## config.mk

```make
export PLATFORM = sky130hd
export DESIGN_NAME = pipelined_prime_sieve
export DESIGN_NICKNAME = d
export VERILOG_FILES = /design/src/sv/psv_pkg.sv /design/src/sv/pipelined_prime_sieve.sv /design/src/sv/psv_ram.sv /design/src/sv/psv_ctrl.sv /design/src/sv/psv_dp.sv
export SDC_FILE = /design/constraint.sdc
export NUM_CORES = 1
export LEC_CHECK = 0
export BUFFER_PORTS_ARGS = -buffer_cell sky130_fd_sc_hd__buf_2
export CORE_UTILIZATION = 57
export DETAILED_ROUTE_END_ITERATION = 6
export HOLD_SLACK_MARGIN = 0.15
export PLACE_DENSITY = 0.8
export SLEW_MARGIN = 25
export SYNTH_ARGS = -nofsm -noshare
export SYNTH_HDL_FRONTEND = slang
export SYNTH_SLANG_ARGS = --single-unit
```

## constraint.sdc

```tcl
create_clock -name clk_i -period 3.6 [get_ports clk_i]
set_input_delay 0.72 -clock clk_i [delete_from_list [all_inputs] [get_ports clk_i]]
set_output_delay 0.72 -clock clk_i [all_outputs]
set_load 0.1 [all_outputs]
```

## src/sv/psv_pkg.sv

```systemverilog
// Shared definitions for the prime sieve: default sizes and the command and
// status groups that link the controller to the datapath. No dependencies.
package psv_pkg;

  localparam int MaxPrimesDef  = 64;
  localparam int ValueWidthDef = 16;

  // Commands from the controller to the datapath.
  typedef struct packed {
    logic load_item;  // capture the accepted request
    logic rd;         // read the stored prime at the current index
    logic div_init;   // load the divisor from the memory, clear the remainder
    logic div_step;   // one restoring division step
    logic next_idx;   // advance to the next stored prime
    logic emit;       // store the survivor and load the output register
    logic finish;     // item done; clears the store on the last of a run
  } psv_cmd_t;

  // Status from the datapath to the controller.
  typedef struct packed {
    logic cand_small;  // candidate is zero or one
    logic idx_at_end;  // every stored prime has been tried
    logic div_last;    // this division step is the final one
    logic rem_zero;    // remainder of the finished division is zero
    logic out_free;    // output register can take a result this cycle
  } psv_status_t;

endpackage

```

## src/sv/pipelined_prime_sieve.sv

```systemverilog
// Top level of the prime sieve: stream ports, controller and datapath.
// Depends on psv_pkg, psv_ctrl and psv_dp.
//
//   Channel  Direction  Payload
//   s_axis   in         tdata: number; tlast: end_of_run
//   m_axis   out        tdata: prime_value; tuser: store_full
//
// A request is tested against each of the n stored primes in turn, one
// division each, and stops early at the first prime that divides it; the
// serial remainder unit that does each division takes one bit per cycle.
// Reset clears the prime count and the output valid; the store needs no clear.
// The output register holds a result while m_axis stalls, and the next
// request is accepted meanwhile; a survivor waits only if the register is full.
module pipelined_prime_sieve #(
  parameter int MAX_PRIMES  = psv_pkg::MaxPrimesDef,
  parameter int VALUE_WIDTH = psv_pkg::ValueWidthDef,
  parameter int DATA_W      = ((VALUE_WIDTH + 7) / 8) * 8
) (
  input  logic              clk_i,
  input  logic              rst_ni,
  input  logic              s_axis_tvalid,
  output logic              s_axis_tready,
  input  logic [DATA_W-1:0] s_axis_tdata,   // [VALUE_WIDTH-1:0] number
  input  logic              s_axis_tlast,
  output logic              m_axis_tvalid,
  input  logic              m_axis_tready,
  output logic [DATA_W-1:0] m_axis_tdata,   // [VALUE_WIDTH-1:0] prime_value
  output logic              m_axis_tuser    // [0] store_full
);
  import psv_pkg::*;

  psv_cmd_t               cmd;
  psv_status_t            status;
  logic [VALUE_WIDTH-1:0] out_value;

  psv_ctrl u_ctrl (
    .clk_i      (clk_i),
    .rst_ni     (rst_ni),
    .in_valid_i (s_axis_tvalid),
    .in_ready_o (s_axis_tready),
    .status_i   (status),
    .cmd_o      (cmd)
  );

  psv_dp #(
    .MAX_PRIMES  (MAX_PRIMES),
    .VALUE_WIDTH (VALUE_WIDTH)
  ) u_dp (
    .clk_i       (clk_i),
    .rst_ni      (rst_ni),
    .cmd_i       (cmd),
    .status_o    (status),
    .in_number_i (s_axis_tdata[VALUE_WIDTH-1:0]),
    .in_last_i   (s_axis_tlast),
    .out_valid_o (m_axis_tvalid),
    .out_ready_i (m_axis_tready),
    .out_value_o (out_value),
    .out_full_o  (m_axis_tuser)
  );

  assign m_axis_tdata = DATA_W'(out_value);

endmodule

```

## src/sv/psv_ram.sv

```systemverilog
// Generic single-write, single-read RAM with a registered read port.
// Depends on nothing.
module psv_ram #(
  parameter int WIDTH  = 16,
  parameter int DEPTH  = 64,
  parameter int ADDR_W = (DEPTH > 1) ? $clog2(DEPTH) : 1
) (
  input  logic              clk_i,
  input  logic              we_i,
  input  logic [ADDR_W-1:0] waddr_i,
  input  logic [WIDTH-1:0]  wdata_i,
  input  logic              re_i,
  input  logic [ADDR_W-1:0] raddr_i,
  output logic [WIDTH-1:0]  rdata_o
);

  logic [WIDTH-1:0] mem_q [DEPTH];
  logic [WIDTH-1:0] rdata_q;

  always_ff @(posedge clk_i) begin
    if (we_i) begin
      mem_q[waddr_i] <= wdata_i;
    end
    if (re_i) begin
      rdata_q <= mem_q[raddr_i];
    end
  end

  assign rdata_o = rdata_q;

endmodule

```

## src/sv/psv_ctrl.sv

```systemverilog
// Sequencing state machine of the prime sieve.
// Depends on psv_pkg for the command and status groups.
module psv_ctrl (
  input  logic                  clk_i,
  input  logic                  rst_ni,
  input  logic                  in_valid_i,
  output logic                  in_ready_o,
  input  psv_pkg::psv_status_t  status_i,
  output psv_pkg::psv_cmd_t     cmd_o
);
  import psv_pkg::*;

  typedef enum logic [6:0] {
    S_IDLE  = 7'b0000001,
    S_START = 7'b0000010,
    S_READ  = 7'b0000100,
    S_LOAD  = 7'b0001000,
    S_DIV   = 7'b0010000,
    S_TEST  = 7'b0100000,
    S_EMIT  = 7'b1000000
  } psv_state_e;

  psv_state_e state_q, state_d;

  always_comb begin
    state_d    = state_q;
    cmd_o      = '0;
    in_ready_o = 1'b0;
    case (state_q)
      S_IDLE: begin
        in_ready_o = 1'b1;
        if (in_valid_i) begin
          cmd_o.load_item = 1'b1;
          state_d = S_START;
        end
      end
      S_START: begin
        if (status_i.cand_small) begin
          cmd_o.finish = 1'b1;
          state_d = S_IDLE;
        end else if (status_i.idx_at_end) begin
          state_d = S_EMIT;
        end else begin
          state_d = S_READ;
        end
      end
      S_READ: begin
        cmd_o.rd = 1'b1;
        state_d = S_LOAD;
      end
      S_LOAD: begin
        cmd_o.div_init = 1'b1;
        state_d = S_DIV;
      end
      S_DIV: begin
        cmd_o.div_step = 1'b1;
        if (status_i.div_last) begin
          state_d = S_TEST;
        end
      end
      S_TEST: begin
        if (status_i.rem_zero) begin
          // A stored prime divides the candidate, so it is dropped.
          cmd_o.finish = 1'b1;
          state_d = S_IDLE;
        end else begin
          cmd_o.next_idx = 1'b1;
          state_d = S_START;
        end
      end
      S_EMIT: begin
        if (status_i.out_free) begin
          cmd_o.emit   = 1'b1;
          cmd_o.finish = 1'b1;
          state_d = S_IDLE;
        end
      end
      default: begin
        state_d = S_IDLE;
      end
    endcase
  end

  always_ff @(posedge clk_i or negedge rst_ni) begin
    if (!rst_ni) begin
      state_q <= S_IDLE;
    end else begin
      state_q <= state_d;
    end
  end

  // A division always runs to its last step before the result is tested.
  assert property (@(posedge clk_i) disable iff (!rst_ni)
    (state_q == S_TEST) |-> $past(status_i.div_last))
    else $error("remainder tested before the division finished");

  // An emit never happens without room in the output register.
  assert property (@(posedge clk_i) disable iff (!rst_ni)
    cmd_o.emit |-> status_i.out_free)
    else $error("result emitted into a busy output register");

  // A new request is only taken once the previous item has finished.
  assert property (@(posedge clk_i) disable iff (!rst_ni)
    cmd_o.load_item |=> !in_ready_o)
    else $error("request taken while an item is in progress");

endmodule

```

## src/sv/psv_dp.sv

```systemverilog
// Datapath of the prime sieve: item registers, prime store, serial remainder
// unit and the output register. Depends on psv_pkg and psv_ram.
module psv_dp #(
  parameter int MAX_PRIMES  = psv_pkg::MaxPrimesDef,
  parameter int VALUE_WIDTH = psv_pkg::ValueWidthDef
) (
  input  logic                    clk_i,
  input  logic                    rst_ni,
  input  psv_pkg::psv_cmd_t       cmd_i,
  output psv_pkg::psv_status_t    status_o,
  input  logic [VALUE_WIDTH-1:0]  in_number_i,
  input  logic                    in_last_i,
  output logic                    out_valid_o,
  input  logic                    out_ready_i,
  output logic [VALUE_WIDTH-1:0]  out_value_o,
  output logic                    out_full_o
);
  import psv_pkg::*;

  localparam int CntW  = $clog2(MAX_PRIMES + 1);
  localparam int AddrW = (MAX_PRIMES > 1) ? $clog2(MAX_PRIMES) : 1;
  localparam int BitW  = $clog2(VALUE_WIDTH);

  logic [VALUE_WIDTH-1:0] cand_q;
  logic                   last_q;
  logic [CntW-1:0]        count_q, count_d;
  logic [CntW-1:0]        idx_q;
  logic [VALUE_WIDTH-1:0] div_q;
  logic [VALUE_WIDTH-1:0] rem_q;
  logic [BitW-1:0]        bit_q;
  logic                   out_valid_q;
  logic [VALUE_WIDTH-1:0] out_value_q;
  logic                   out_full_q;

  logic                   store_has_room;
  logic [VALUE_WIDTH-1:0] ram_rdata;
  logic [VALUE_WIDTH:0]   trial;
  logic                   trial_ge;

  assign store_has_room = (count_q < CntW'(MAX_PRIMES));

  psv_ram #(
    .WIDTH  (VALUE_WIDTH),
    .DEPTH  (MAX_PRIMES),
    .ADDR_W (AddrW)
  ) u_store (
    .clk_i   (clk_i),
    .we_i    (cmd_i.emit && store_has_room),
    .waddr_i (count_q[AddrW-1:0]),
    .wdata_i (cand_q),
    .re_i    (cmd_i.rd),
    .raddr_i (idx_q[AddrW-1:0]),
    .rdata_o (ram_rdata)
  );

  // Restoring division, one candidate bit per cycle from the top.
  assign trial    = {rem_q, cand_q[bit_q]};
  assign trial_ge = (trial >= {1'b0, div_q});

  always_ff @(posedge clk_i) begin
    if (cmd_i.load_item) begin
      cand_q <= in_number_i;
      last_q <= in_last_i;
    end
    if (cmd_i.div_init) begin
      div_q <= ram_rdata;
      rem_q <= '0;
      bit_q <= BitW'(VALUE_WIDTH - 1);
    end else if (cmd_i.div_step) begin
      rem_q <= trial_ge ? VALUE_WIDTH'(trial - {1'b0, div_q}) : trial[VALUE_WIDTH-1:0];
      bit_q <= bit_q - 1'b1;
    end
    if (cmd_i.emit) begin
      out_value_q <= cand_q;
      out_full_q  <= !store_has_room;
    end
  end

  always_comb begin
    count_d = count_q;
    if (cmd_i.emit && store_has_room) begin
      count_d = count_q + 1'b1;
    end
    // The end of a run empties the store after its own candidate.
    if (cmd_i.finish && last_q) begin
      count_d = '0;
    end
  end

  always_ff @(posedge clk_i or negedge rst_ni) begin
    if (!rst_ni) begin
      count_q     <= '0;
      idx_q       <= '0;
      out_valid_q <= 1'b0;
    end else begin
      count_q <= count_d;
      if (cmd_i.load_item) begin
        idx_q <= '0;
      end else if (cmd_i.next_idx) begin
        idx_q <= idx_q + 1'b1;
      end
      if (cmd_i.emit) begin
        out_valid_q <= 1'b1;
      end else if (out_ready_i) begin
        out_valid_q <= 1'b0;
      end
    end
  end

  assign status_o.cand_small = (cand_q < VALUE_WIDTH'(2));
  assign status_o.idx_at_end = (idx_q == count_q);
  assign status_o.div_last   = (bit_q == '0);
  assign status_o.rem_zero   = (rem_q == '0);
  assign status_o.out_free   = !out_valid_q || out_ready_i;

  assign out_valid_o = out_valid_q;
  assign out_value_o = out_value_q;
  assign out_full_o  = out_full_q;

  assert property (@(posedge clk_i) disable iff (!rst_ni)
    count_q <= CntW'(MAX_PRIMES))
    else $error("prime count beyond the store depth");

  assert property (@(posedge clk_i) disable iff (!rst_ni)
    cmd_i.rd |-> (idx_q < count_q))
    else $error("read of a store entry that holds no prime");

  assert property (@(posedge clk_i) disable iff (!rst_ni)
    cmd_i.div_step |-> (div_q >= VALUE_WIDTH'(2)))
    else $error("division by a value below two");

endmodule

```

# Word-level counts from Yosys, hierarchy flattened
# Memory sizes are Yosys's and may differ from the RTL's. A register that Yosys moved wholly into a read port is not among the register bits.
# Cells that the tools add are included.
[op_classes]
n_eq_ne = 11
n_addsub = 4
muxes = 31
reduce_logical = 11
n_lt_le_gt_ge = 4
[op_table]
columns = ["op", "n"]
rows = [
  ["$mux W7", 9],
  ["$pmux W7 S7", 1],
  ["$ge A17 B16 Y1", 1],
  ["$logic_not A16 Y1", 1],
  ["$lt A16 B2 Y1 const B", 1],
  ["$mux W1", 16],
  ["$mux W16", 1],
  ["$sub A16 B16 Y16", 1],
  ["$add A7 B1 Y7 const B", 2],
  ["$eq A7 B1 Y1 const B", 1],
  ["$eq A7 B2 Y1 const B", 1],
  ["$eq A7 B3 Y1 const B", 1],
  ["$eq A7 B4 Y1 const B", 1],
  ["$eq A7 B5 Y1 const B", 1],
  ["$eq A7 B6 Y1 const B", 1],
  ["$eq A7 B7 Y1", 1],
  ["$eq A7 B7 Y1 const B", 1],
  ["$lt A7 B7 Y1 const B", 1],
  ["$ne A2 B2 Y1 const B", 3],
  ["$reduce_bool A2 Y1", 3],
  ["$lt A4 B5 Y1 const B", 1],
  ["$bmux W1 S4", 1],
  ["$logic_not A4 Y1", 1],
  ["$mux W2", 2],
  ["other kinds (6)", 8],
]
[totals]
register_bits = 92
n_memories = 1
out_inout_bits = 19
ramBits = 1024
wordCells = 73
[mem_list]
columns = ["memory", "words", "width", "rd", "rd_clocked_by_memory_dff", "write_ports", "line", "rtl"]
rows = [
  ["u_dp.u_store.mem_q", 64, 16, 1, 1, 1, "psv_ram.sv:17", "logic [WIDTH-1:0] mem_q [DEPTH];"],
]

# Depth between registers and ports, before layout
# Gate-level depths: netlist of run 1.
[depth]
word_depth = 7
ltp_mapped = 14
depth_no_buf = 13

# Modules after synthesis
# From an unflattened synthesis of run 1, not the netlist that was laid out.
[unflattened]
cells_unflattened = 2291
hier_area_um2 = 45179.6
[modules_own_cells]
columns = ["module", "n_inst", "area_each_um2", "cells_per_inst"]
rows = [
  ["psv_ram", 1, 40202.3, 1829],
  ["psv_dp", 1, 4503.1, 411],
  ["psv_ctrl", 1, 474.2, 51],
]

# Worst setup path after synthesis of run 1
# OpenSTA, ideal clock, no wires.
[synth_path]
kind = "register -> register"
from = "register u_ctrl.state_q[5]"
to = "register u_dp.cand_q[0] (enable)"
arrival_ns = 4.000
setup_slack_ns = -0.787
period_less_slack_ns = 4.387
setup_ns = 0.386
stages_incl_launch_ff = 7
cell_sequence = "dfrtp_1 clkbuf_1 nor3_1 nand2b_1 nor3_1 and2_1 clkbuf_1"
[synth_rtl]
columns = ["item", "line", "rtl"]
rows = [
  ["start: declaration", "psv_ctrl.sv:23", "psv_state_e state_q, state_d;"],
  ["start signal: assignment", "psv_ctrl.sv:88", "state_q <= state_d;"],
  ["end signal: assignment", "psv_dp.sv:62", "cand_q <= in_number_i;"],
  ["end: declaration", "psv_dp.sv:24", "logic [VALUE_WIDTH-1:0] cand_q;"],
]

# Worst setup path after layout of run 1
[layout_path]
from = "register u_dp.bit_q[0]"
to = "register u_dp.rem_q[14]"
[layout_between]
elab_chain_cells = 4
elab_cells_between_ends = 5
[layout_rtl]
columns = ["item", "line", "rtl"]
rows = [
  ["start: declaration", "psv_dp.sv:30", "logic [BitW-1:0] bit_q;"],
  ["start signal: assignment", "psv_dp.sv:68", "bit_q <= BitW'(VALUE_WIDTH - 1);"],
  ["start signal: assignment", "psv_dp.sv:71", "bit_q <= bit_q - 1'b1;"],
  ["$bmux W1 S4 *", "psv_dp.sv:57", "assign trial = {rem_q, cand_q[bit_q]};"],
  ["$mux W1 (not written as such) *", "psv_dp.sv:57", ""],
  ["$sub A16 B16 Y16 / $ge A17 B16 Y1 (equally long branches)", "psv_dp.sv:70, psv_dp.sv:58", ""],
  ["$mux W16 *", "psv_dp.sv:70", "rem_q <= trial_ge ? VALUE_WIDTH'(trial - {1'b0, div_q}) : trial[VALUE_WIDTH-1:0];"],
  ["end signal: assignment", "psv_dp.sv:70", ""],
  ["end: declaration", "psv_dp.sv:29", "logic [VALUE_WIDTH-1:0] rem_q;"],
]
# Every way passes the cells marked *; elsewhere a longest branch is shown, timed or not. The select of a mux whose other input is x is not followed.
# A chain may end at the register's enable or synchronous reset.

==> results of run 1 <==
==> area by class of cell <==
| class | count | area [sq um] |
|---|---|---|
| clock inverters | 78 | 816 |
| multi-input cells | 802 | 10100 |
| diodes | 1 | 2.50 |
| fillers | 4598 | 26300 |
| clock buffers | 124 | 2830 |
| inverters | 25 | 93.8 |
| well taps | 1030 | 1290 |
| flip-flops and latches | 1132 | 33700 |
| repair buffers | 172 | 1330 |
==> critical path: cells and delay by family, from the launching register on <==
| family | cells | cell delay (ns) |
|---|---|---|
| mux | 2 | 1.11 |
| compound gates | 5 | 1.06 |
| simple gates | 1 | 0.06 |
| flops | 1 | 0.39 |
| xor+xnor | 1 | 0.10 |
| buf+inv | 2 | 0.18 |
| fa+ha+maj | 2 | 0.52 |
==> metrics by stage <==
stage | worst slack [ns] | power, mW
after global placement | 0.0412 | 20.3
after global routing | -0.0900 | 32.7
after detailed placement | -0.00972 | 20.5
after CTS | 0.0734 | 31.9
final | 0.0722 | 31.9
after floorplan | -0.0325 | 19.0
==> worst paths after layout <==
kind                                    end  depth (start not counted)  slack [ns]                    start
max in group asynchronous     u_dp.idx_q[0]                          2        2.51                   rst_ni
hold / removal               u_dp.cand_q[7]                          1        0.22          s_axis_tdata[7]
setup / recovery             u_dp.rem_q[14]                         13        0.07            u_dp.bit_q[0]
hold reg to reg               u_dp.div_q[8]                          0        0.41  u_dp.u_store.rdata_o[8]
min in group asynchronous  u_dp.out_valid_o                          2        0.61                   rst_ni
setup reg to reg             u_dp.rem_q[14]                         13        0.07            u_dp.bit_q[0]
==> layer usage <==
| layer | up-vias | share of wire | track usage |
|---|---|---|---|
| met4 | 4 | 0.041 | 0.117 |
| met3 | 260 | 0.11 | 0.0589 |
| met5 | - | 0.00030 | 0 |
| met2 | 1648 | 0.48 | 0.439 |
| met1 | 11600 | 0.37 | 0.376 |
| li1 | 8958 | - | - |
==> kinds of logic (layout without fill, tap and decap cells) <==
| logic type | Yosys count | count (layout) | share of synthesized area |
|---|---|---|---|
| adder cells (fa/ha/maj) | 20 | 20 | 0.00581 |
| buffers and inverters | 134 | 399 | 0.0133 |
| multiplexers | 365 | 365 | 0.168 |
| XOR/XNOR | 31 | 31 | 0.00612 |
| AO/OA/AOI/OAI | 148 | 148 | 0.0207 |
| flip-flops | 1132 | 1132 | 0.760 |
| AND/OR/NAND/NOR | 238 | 238 | 0.0264 |
| other | 0 | 1 | 0 |
==> state kept, by name, indices dropped and copies added, names as in the netlist <==
signal / flops
u_dp.u_store.mem_q: 1024
u_dp.out_value_o: 16
u_dp.idx_q: 7
u_dp.bit_q: 4
u_dp.div_q: 16
u_dp.out_full_o: 1
u_dp.last_q: 1
u_dp.u_store.rdata_o: 16
u_dp.rem_q: 16
u_dp.out_valid_o: 1
u_dp.count_q: 7
u_ctrl.state_q: 7
u_dp.cand_q: 16
==> timing repair <==
| action | CTS | global route |
|---|---|---|
| buffers inserted | 0 | 6 |
| hold buffers | 1 | 0 |
| endpoints found under the setup margin | 1 | 3 |
| gates resized for setup | 1 | 7 |
| pin swaps | 0 | 9 |
| endpoints found under the hold margin | 21 | 0 |
==> power groups by stage <==
stage | sequential (mW) | clock [mW] | combinational, mW
after global routing | 15.6 | 12.1 | 5.03
after CTS | 15.5 | 11.7 | 4.72
final | 15.6 | 11.6 | 4.79
after floorplan | 16.1 | 0 | 2.89
after global placement | 15.8 | 0 | 4.49
after detailed placement | 15.8 | 0 | 4.64
==> cell usage after synthesis (7+ instances only) <==
cell	n
sky130_fd_sc_hd__a211oi_1	14
sky130_fd_sc_hd__a21oi_1	34
sky130_fd_sc_hd__a22oi_1	14
sky130_fd_sc_hd__buf_1	12
sky130_fd_sc_hd__buf_2	35
sky130_fd_sc_hd__buf_4	10
sky130_fd_sc_hd__clkbuf_1	51
sky130_fd_sc_hd__dfrtp_1	21
sky130_fd_sc_hd__dfxtp_1	20
sky130_fd_sc_hd__edfxtp_1	1090
sky130_fd_sc_hd__ha_1	19
sky130_fd_sc_hd__inv_1	25
sky130_fd_sc_hd__mux2_2	18
sky130_fd_sc_hd__mux2i_1	46
sky130_fd_sc_hd__mux4_2	301
sky130_fd_sc_hd__nand2_1	47
sky130_fd_sc_hd__nand3_1	10
sky130_fd_sc_hd__nand4_1	7
sky130_fd_sc_hd__nor2_1	94
sky130_fd_sc_hd__nor2b_1	21
sky130_fd_sc_hd__nor3_1	8
sky130_fd_sc_hd__nor4_1	13
sky130_fd_sc_hd__o211ai_1	9
sky130_fd_sc_hd__o21ai_0	52
sky130_fd_sc_hd__xnor2_1	19
sky130_fd_sc_hd__xor2_1	12
==> results.env, run 1 <==
CORE_AREA_SQ_UM=76500
POST_LAYOUT_INSTANCE_COUNT_EXCLUDING_FILLER_CELLS=3364
PLACEMENT.CELL_AREA_SQ_UM=46500
ROUTED_WIRE_LENGTH_PER_INSTANCE_MICRONS=31.8
CTS_TREE='yes'
CLOCK_LATENCY_NS=0.68
RSZ0062_AT_GRT='true'
PLACED_CELLS_INCL_TAPS=3154
FIN_CRIT_SH=0.980
MIN_PATH_TYPE='in -> reg'
FIN_NETS=2281
NETLIST.AREA_LEADER.SHARE=0.738
POWER_SWITCHING_SHARE=0.250
HPWL_MICRONS=57200
FLOW.AREA_GROWTH_FROM_SYNTHESIS_PCT=13.2
POST_SYNTHESIS_SEQUENTIAL_AREA_RATIO=0.760
WORST_IR_DROP_VDD_uV=444
CP.REQUIRED_NS=4.18
DRC=0
GR-TOTAL-OVERFLOW=0
YOSYS-TOP-CELLS-AREA='sky130_fd_sc_hd__edfxtp_1 (74%), sky130_fd_sc_hd__mux4_2 (15%), sky130_fd_sc_hd__dfrtp_1 (1.2%)'
TIMING.CRITICAL_PATH.SLOWEST_STAGE_CELL='sky130_fd_sc_hd__mux4_2'
P_INT_mW=23.9
MAXCAP_VIOL_COUNT=0
SYNTH-WARNING-COUNT=0
SLEW_HEADROOM=0.307
WORST_CLOCK_SKEW_NS=0.0225
INITIAL_DRC_COUNT=3199
REPORT.FINAL.SETUP_VIOL=0
NUMPORTBUFFERS=39
SHARE_CLK_OF_TOTAL_POWER=0.363
FINALHOLDWORSTSLACK_NS=0.219
DESIGN_AREA_SQ_UM=50200
CLOCK-ROOT-BUFFER='sky130_fd_sc_hd__clkbuf_16'
PERIOD_MINUS_SLACK_NS=3.53
YOSYSTOPAREACELL='sky130_fd_sc_hd__edfxtp_1'
NUMBER_OF_BUFFERS_ADDED_BY_THE_CLOCK_TREE_SYNTHESIS_STEP=107
GRT_START_MAX_NET_PINS=67
P_PER_AREA_nW_PER_UM2=636
CRIT_PATH_KIND='reg -> reg'
PATH_MAX_FANOUT=5
DRT_PASS1_ITERATIONS=6
FINALWIRELENGTH_MICRONS=107000
SWITCHING_POWER_mW=7.98
FMAX_GHz=0.283
STATUS='completed'
DRTANTENNAVIOLNETS=0
DIE_H_MICRONS=281
COMMONEST_NON_FILL_NON_TAP_CELLS_IN_THE_LAYOUT='sky130_fd_sc_hd__edfxtp_1 (1090), sky130_fd_sc_hd__mux4_2 (301), sky130_fd_sc_hd__buf_4 (121)'
DIE_AREA_SQ_UM=78900
NUM_VIAS=22500
MAPPEDNETLISTNETS=2109
POSTSYNTH.TOPFLOPCELL='sky130_fd_sc_hd__edfxtp_1'
TIMING_HOLD_VIOLATIONS_FINAL=0
CP-START-KIND='flip-flop'
CLKSINKCOUNT=1132
POST_SYNTH.CELL_AREA_AVG_SQ_UM=21.4
FINISH.UTILIZATION=0.656
NUMBER_OF_GLOBAL_ROUTE_VIAS_BEFORE_REPAIR=22600
ROW_COUNT=101
MOST_COMMON_CELL_AFTER_LAYOUT_FILL_AND_TAPS_ASIDE='sky130_fd_sc_hd__edfxtp_1'
WORSTPATHARRIVAL_NS=4.10
NETLIST_AREA_SQ_UM=44300
DRT-VIAS-PER-INSTANCE=6.68
CTS_BUFFER_DEPTH=3
YOSYS.CELL_TYPES.COUNT=58
CTS.HTREE.LEVELS=3
LAYOUT_CELL_SHARE_WITH_DRIVE_STRENGTH_BEYOND_1=0.294
TOTALNEGATIVESETUPSLACK_NS=0
SYNTHCELLS=2068
CTS.REPORTEDPATHS.CLKPINSLEW_NS=0.06
NUM_IO_PINS=40
P_LEAK_nW=15.6
GR-USAGE-ALL-LAYERS=0.277
CHIPWIDTH_MICRONS=281
ANTENNA_VIOLATIONS_BEFORE_REPAIR=5
INITIAL_UTILIZATION=0.580
SYNTH-ASYNC-RESET-RATIO=0.0194
TIMING.CRITICAL_PATH.CELLS='mux4_2 > mux4_2 > inv_2 > ha_4 > inv_2 > fa_2 > a21oi_2 > o221a_4 > o221a_4 > nand2_2 > a221oi_2 > xor2_1 > o31ai_1'
MAXSLEWVIOLCOUNT=0
SHARE_SEQ_OF_TOTAL_POWER=0.487
SYNTH-EDFF-COUNT=1090
CRITPATHMAXSTAGEDELAY_NS=0.60
PLACE_CONGESTION=0.894
YOSYS_REGISTER_BITS=1132
SHARE_COMB_OF_TOTAL_POWER=0.150
CP-END-KIND='flip-flop'
GRT_FIRST_PASS_WIRELENGTH_MICRONS=154000
WORST_PIN_SLEW_NS=1.04
(Power assumes the default switching activity.)
==> run 2: changes to the inputs <==
--- a/config.mk
+++ b/config.mk
@@ -6,10 +6,10 @@
 export NUM_CORES = 1
 export LEC_CHECK = 0
 export BUFFER_PORTS_ARGS = -buffer_cell sky130_fd_sc_hd__buf_2
-export CORE_UTILIZATION = 57
+export CORE_UTILIZATION = 41
 export DETAILED_ROUTE_END_ITERATION = 6
 export HOLD_SLACK_MARGIN = 0.15
-export PLACE_DENSITY = 0.8
+export PLACE_DENSITY = 0.62
 export SLEW_MARGIN = 25
 export SYNTH_ARGS = -nofsm -noshare
 export SYNTH_HDL_FRONTEND = slang
==> results.env, run 2 (same netlist as run 1, synthesis figures left out) <==
PATH_MAX_FANOUT=10  # was 5
CP-END-KIND='primary output'  # was flip-flop
ROUTED-WL-MET2_MICRONS=48400  # was 51700 microns
LAYOUT_CELL_SHARE_WITH_DRIVE_STRENGTH_BEYOND_1=0.294  # about the same
P_PER_AREA_nW_PER_UM2=632  # was 636 nW/um^2
FMAX_GHz=0.294  # was 0.283 GHz
MOST_COMMON_CELL_AFTER_LAYOUT_FILL_AND_TAPS_ASIDE='sky130_fd_sc_hd__edfxtp_1'  # unchanged
GRT_FIRST_PASS_WIRELENGTH_MICRONS=150000  # was 154000 microns
WORST-R2R-CELL-COUNT=13  # unchanged
NUMBER_OF_GLOBAL_ROUTE_VIAS_BEFORE_REPAIR=21800  # was 22600
CRIT_START='u_ctrl.state_q[5]'  # was u_dp.bit_q[0]
DIE_AREA_SQ_UM=109000  # was 78900 sq um
RSZ0062_AT_GRT='false'  # was true
DRC=0  # unchanged
FIN_NETS=2297  # was 2281
FINISH.UTILIZATION=0.476  # was 0.656
INITIAL_UTILIZATION=0.414  # was 0.580
DRT-VIAS-PER-INSTANCE=5.67  # was 6.68
GR-USAGE-ALL-LAYERS=0.191  # was 0.277
TIMING.RR.START='u_dp.bit_q[0]'  # unchanged
WORST_CLOCK_SKEW_NS=0.0269  # was 0.0225 ns
ROUTED.TOP_LAYER='met5'  # unchanged
PRE_CTS_WS_NS=0.0296  # was -0.00972 ns
DRT_PASS1_ITERATIONS=5  # was 6
CLOCK_LATENCY_NS=0.71  # was 0.68 ns
NUMBER_OF_BUFFERS_ADDED_BY_THE_CLOCK_TREE_SYNTHESIS_STEP=112  # was 107
PERIOD_MINUS_SLACK_NS=3.40  # was 3.53 ns
COMMONEST_NON_FILL_NON_TAP_CELLS_IN_THE_LAYOUT='sky130_fd_sc_hd__edfxtp_1 (1090), sky130_fd_sc_hd__mux4_2 (301), sky130_fd_sc_hd__buf_4 (116)'  # was sky130_fd_sc_hd__edfxtp_1 (1090), sky130_fd_sc_hd__mux4_2 (301), sky130_fd_sc_hd__buf_4 (121)
DIE_H_MICRONS=331  # was 281 microns
ANTENNA_VIOLATIONS_BEFORE_REPAIR=18  # was 5
WORST_PIN_SLEW_NS=0.884  # was 1.04 ns
ROUTE.MET3.WL_MICRONS=7510  # was 11500 microns
CHIPWIDTH_MICRONS=331  # was 281 microns
LARGEST_REGISTER_FF_COUNT=1024  # unchanged
PLACE_CONGESTION=0.880  # was 0.894
CLOCK-ROOT-BUFFER='sky130_fd_sc_hd__clkbuf_16'  # unchanged
CORE_AREA_SQ_UM=107000  # was 76500 sq um
CRIT_END='s_axis_tready'  # was u_dp.rem_q[14]
CRIT_PATH_KIND='reg -> out'  # was reg -> reg
NUMPORTBUFFERS=39  # unchanged
WORST_IR_DROP_VDD_uV=448  # was 444 uV
SHARE_COMB_OF_TOTAL_POWER=0.148  # was 0.150
SHARE_SEQ_OF_TOTAL_POWER=0.482  # was 0.487
MAXCAP_VIOL_COUNT=0  # unchanged
POWER_SWITCHING_SHARE=0.248  # was 0.250
WORSTPATHARRIVAL_NS=2.68  # was 4.10 ns
CTS.REPORTEDPATHS.CLKPINSLEW_NS=0.06  # about the same
CTS_TREE='yes'  # unchanged
SLEW_HEADROOM=0.410  # was 0.307
TOTALNEGATIVESETUPSLACK_NS=0  # unchanged
MIN_PATH_TYPE='in -> reg'  # unchanged
MAXSLEWVIOLCOUNT=0  # unchanged
FLOW.AREA_GROWTH_FROM_SYNTHESIS_PCT=15.2  # was 13.2%
CTS_POST_SETUP_BUFFERS_INSERTED=0  # unchanged
ROW_COUNT=120  # was 101
CRIT-REG2REG-CAPTURE='u_dp.rem_q[14]'  # unchanged
NUM_VIAS=21300  # was 22500
INITIAL_DRC_COUNT=2334  # was 3199
MET1WIRELENGTH_MICRONS=44800  # was 39300 microns
CP-START-KIND='flip-flop'  # unchanged
HPWL_MICRONS=60900  # was 57200 microns
P_INT_mW=24.3  # was 23.9 mW
SHARE_CLK_OF_TOTAL_POWER=0.370  # was 0.363
LARGEST-REGISTER='u_dp.u_store.mem_q'  # unchanged
CP.REQUIRED_NS=2.88  # was 4.18 ns
CTS.HTREE.LEVELS=3  # unchanged
CTS_BUFFER_DEPTH=3  # unchanged
CLKSINKCOUNT=1132  # unchanged
TIMING_HOLD_VIOLATIONS_FINAL=0  # unchanged
FILLERINSTANCES=8704  # was 4598
FIN_CRIT_SH=0.944  # was 0.980
P_LEAK_nW=15.8  # was 15.6 nW
SWITCHING_POWER_mW=8.00  # was 7.98 mW
ROUTED_WIRE_LENGTH_PER_INSTANCE_MICRONS=27.6  # was 31.8 microns
REPORT.FINAL.SETUP_VIOL=0  # unchanged
DRTANTENNAVIOLNETS=0  # unchanged
FF2FF_SETUP_SLACK_NS=0.20  # was 0.07 ns
FINALWIRELENGTH_MICRONS=103000  # was 107000 microns
POSTLAYOUTSETUPSLACKWORST_NS=0.200  # was 0.0722 ns
STATUS='completed'  # unchanged
NUM_IO_PINS=40  # unchanged
GRT_START_MAX_NET_PINS=67  # unchanged
GR-TOTAL-OVERFLOW=0  # unchanged
[run 2: worst min-delay path by stage]
stage	slack, ns	end	from	cells after the start
final	0.21	u_dp.cand_q[14]	s_axis_tdata[14]	1
after global routing	0.18	u_dp.cand_q[4]	s_axis_tdata[4]	1
after CTS	0.16	u_dp.cand_q[4]	s_axis_tdata[4]	1
after detailed placement	0.42	u_dp.div_q[11]	u_dp.u_store.rdata_o[11]	0
after global placement	0.41	u_dp.div_q[7]	u_dp.u_store.rdata_o[7]	0
after floorplan	0.40	u_dp.div_q[0]	u_dp.u_store.rdata_o[0]	0
[run 2: through the flow]
stage	hold slack [ns]	power, mW	area, sq um	std cells
final	0.205	32.3	51100	3755
after global routing	0.180	33.3	51100	3753
after CTS	0.162	32.5	51100	3753
after detailed placement	0.424	20.7	47300	3544
after global placement	0.411	20.5	47300	3544
after floorplan	0.400	19.0	44400	2068
[run 2: final cells by class]
class | count | area [sq um] | share of cell area
Inverter | 25 | 93.8 | 0.00184
Clock buffer | 132 | 2900 | 0.0567
Timing Repair Buffer | 183 | 1620 | 0.0317
Tap cell | 1403 | 1760 | 0.0344
Multi-Input combinational cell | 802 | 10100 | 0.198
Antenna cell | 2 | 5.00 | 0.0000980
Clock inverter | 76 | 897 | 0.0176
Sequential cell | 1132 | 33700 | 0.660
[run 2: routing by layer]
metal,global-route usage,vias up
li1,-,8992
met4,0.0606,14
met2,0.296,789
met1,0.275,11300
met5,0,-
met3,0.0366,160
[run 2: worst max-delay path: stages (launching register included)]
cell and delay (ns):
sky130_fd_sc_hd__dfrtp_1 0.51, sky130_fd_sc_hd__nor3_1 0.30, sky130_fd_sc_hd__nand2b_1 0.17, sky130_fd_sc_hd__nor3_2 0.47
sky130_fd_sc_hd__buf_2 0.53
[run 2: timing repair]
action	4_1_cts	5_1_grt
endpoints found under the hold margin	21	0
resized for setup	0	2
setup endpoints to repair	0	12
hold buffers	1	0
[run 2: power by group through the flow]
stage	logic, mW	clock network, mW	registers, mW
2_1_floorplan	2.89	0	16.1
3_3_place_gp	4.75	0	15.8
3_5_place_dp	4.85	0	15.8
4_1_cts	4.86	12.2	15.5
5_1_grt	5.12	12.6	15.6
6_report	4.79	11.9	15.5
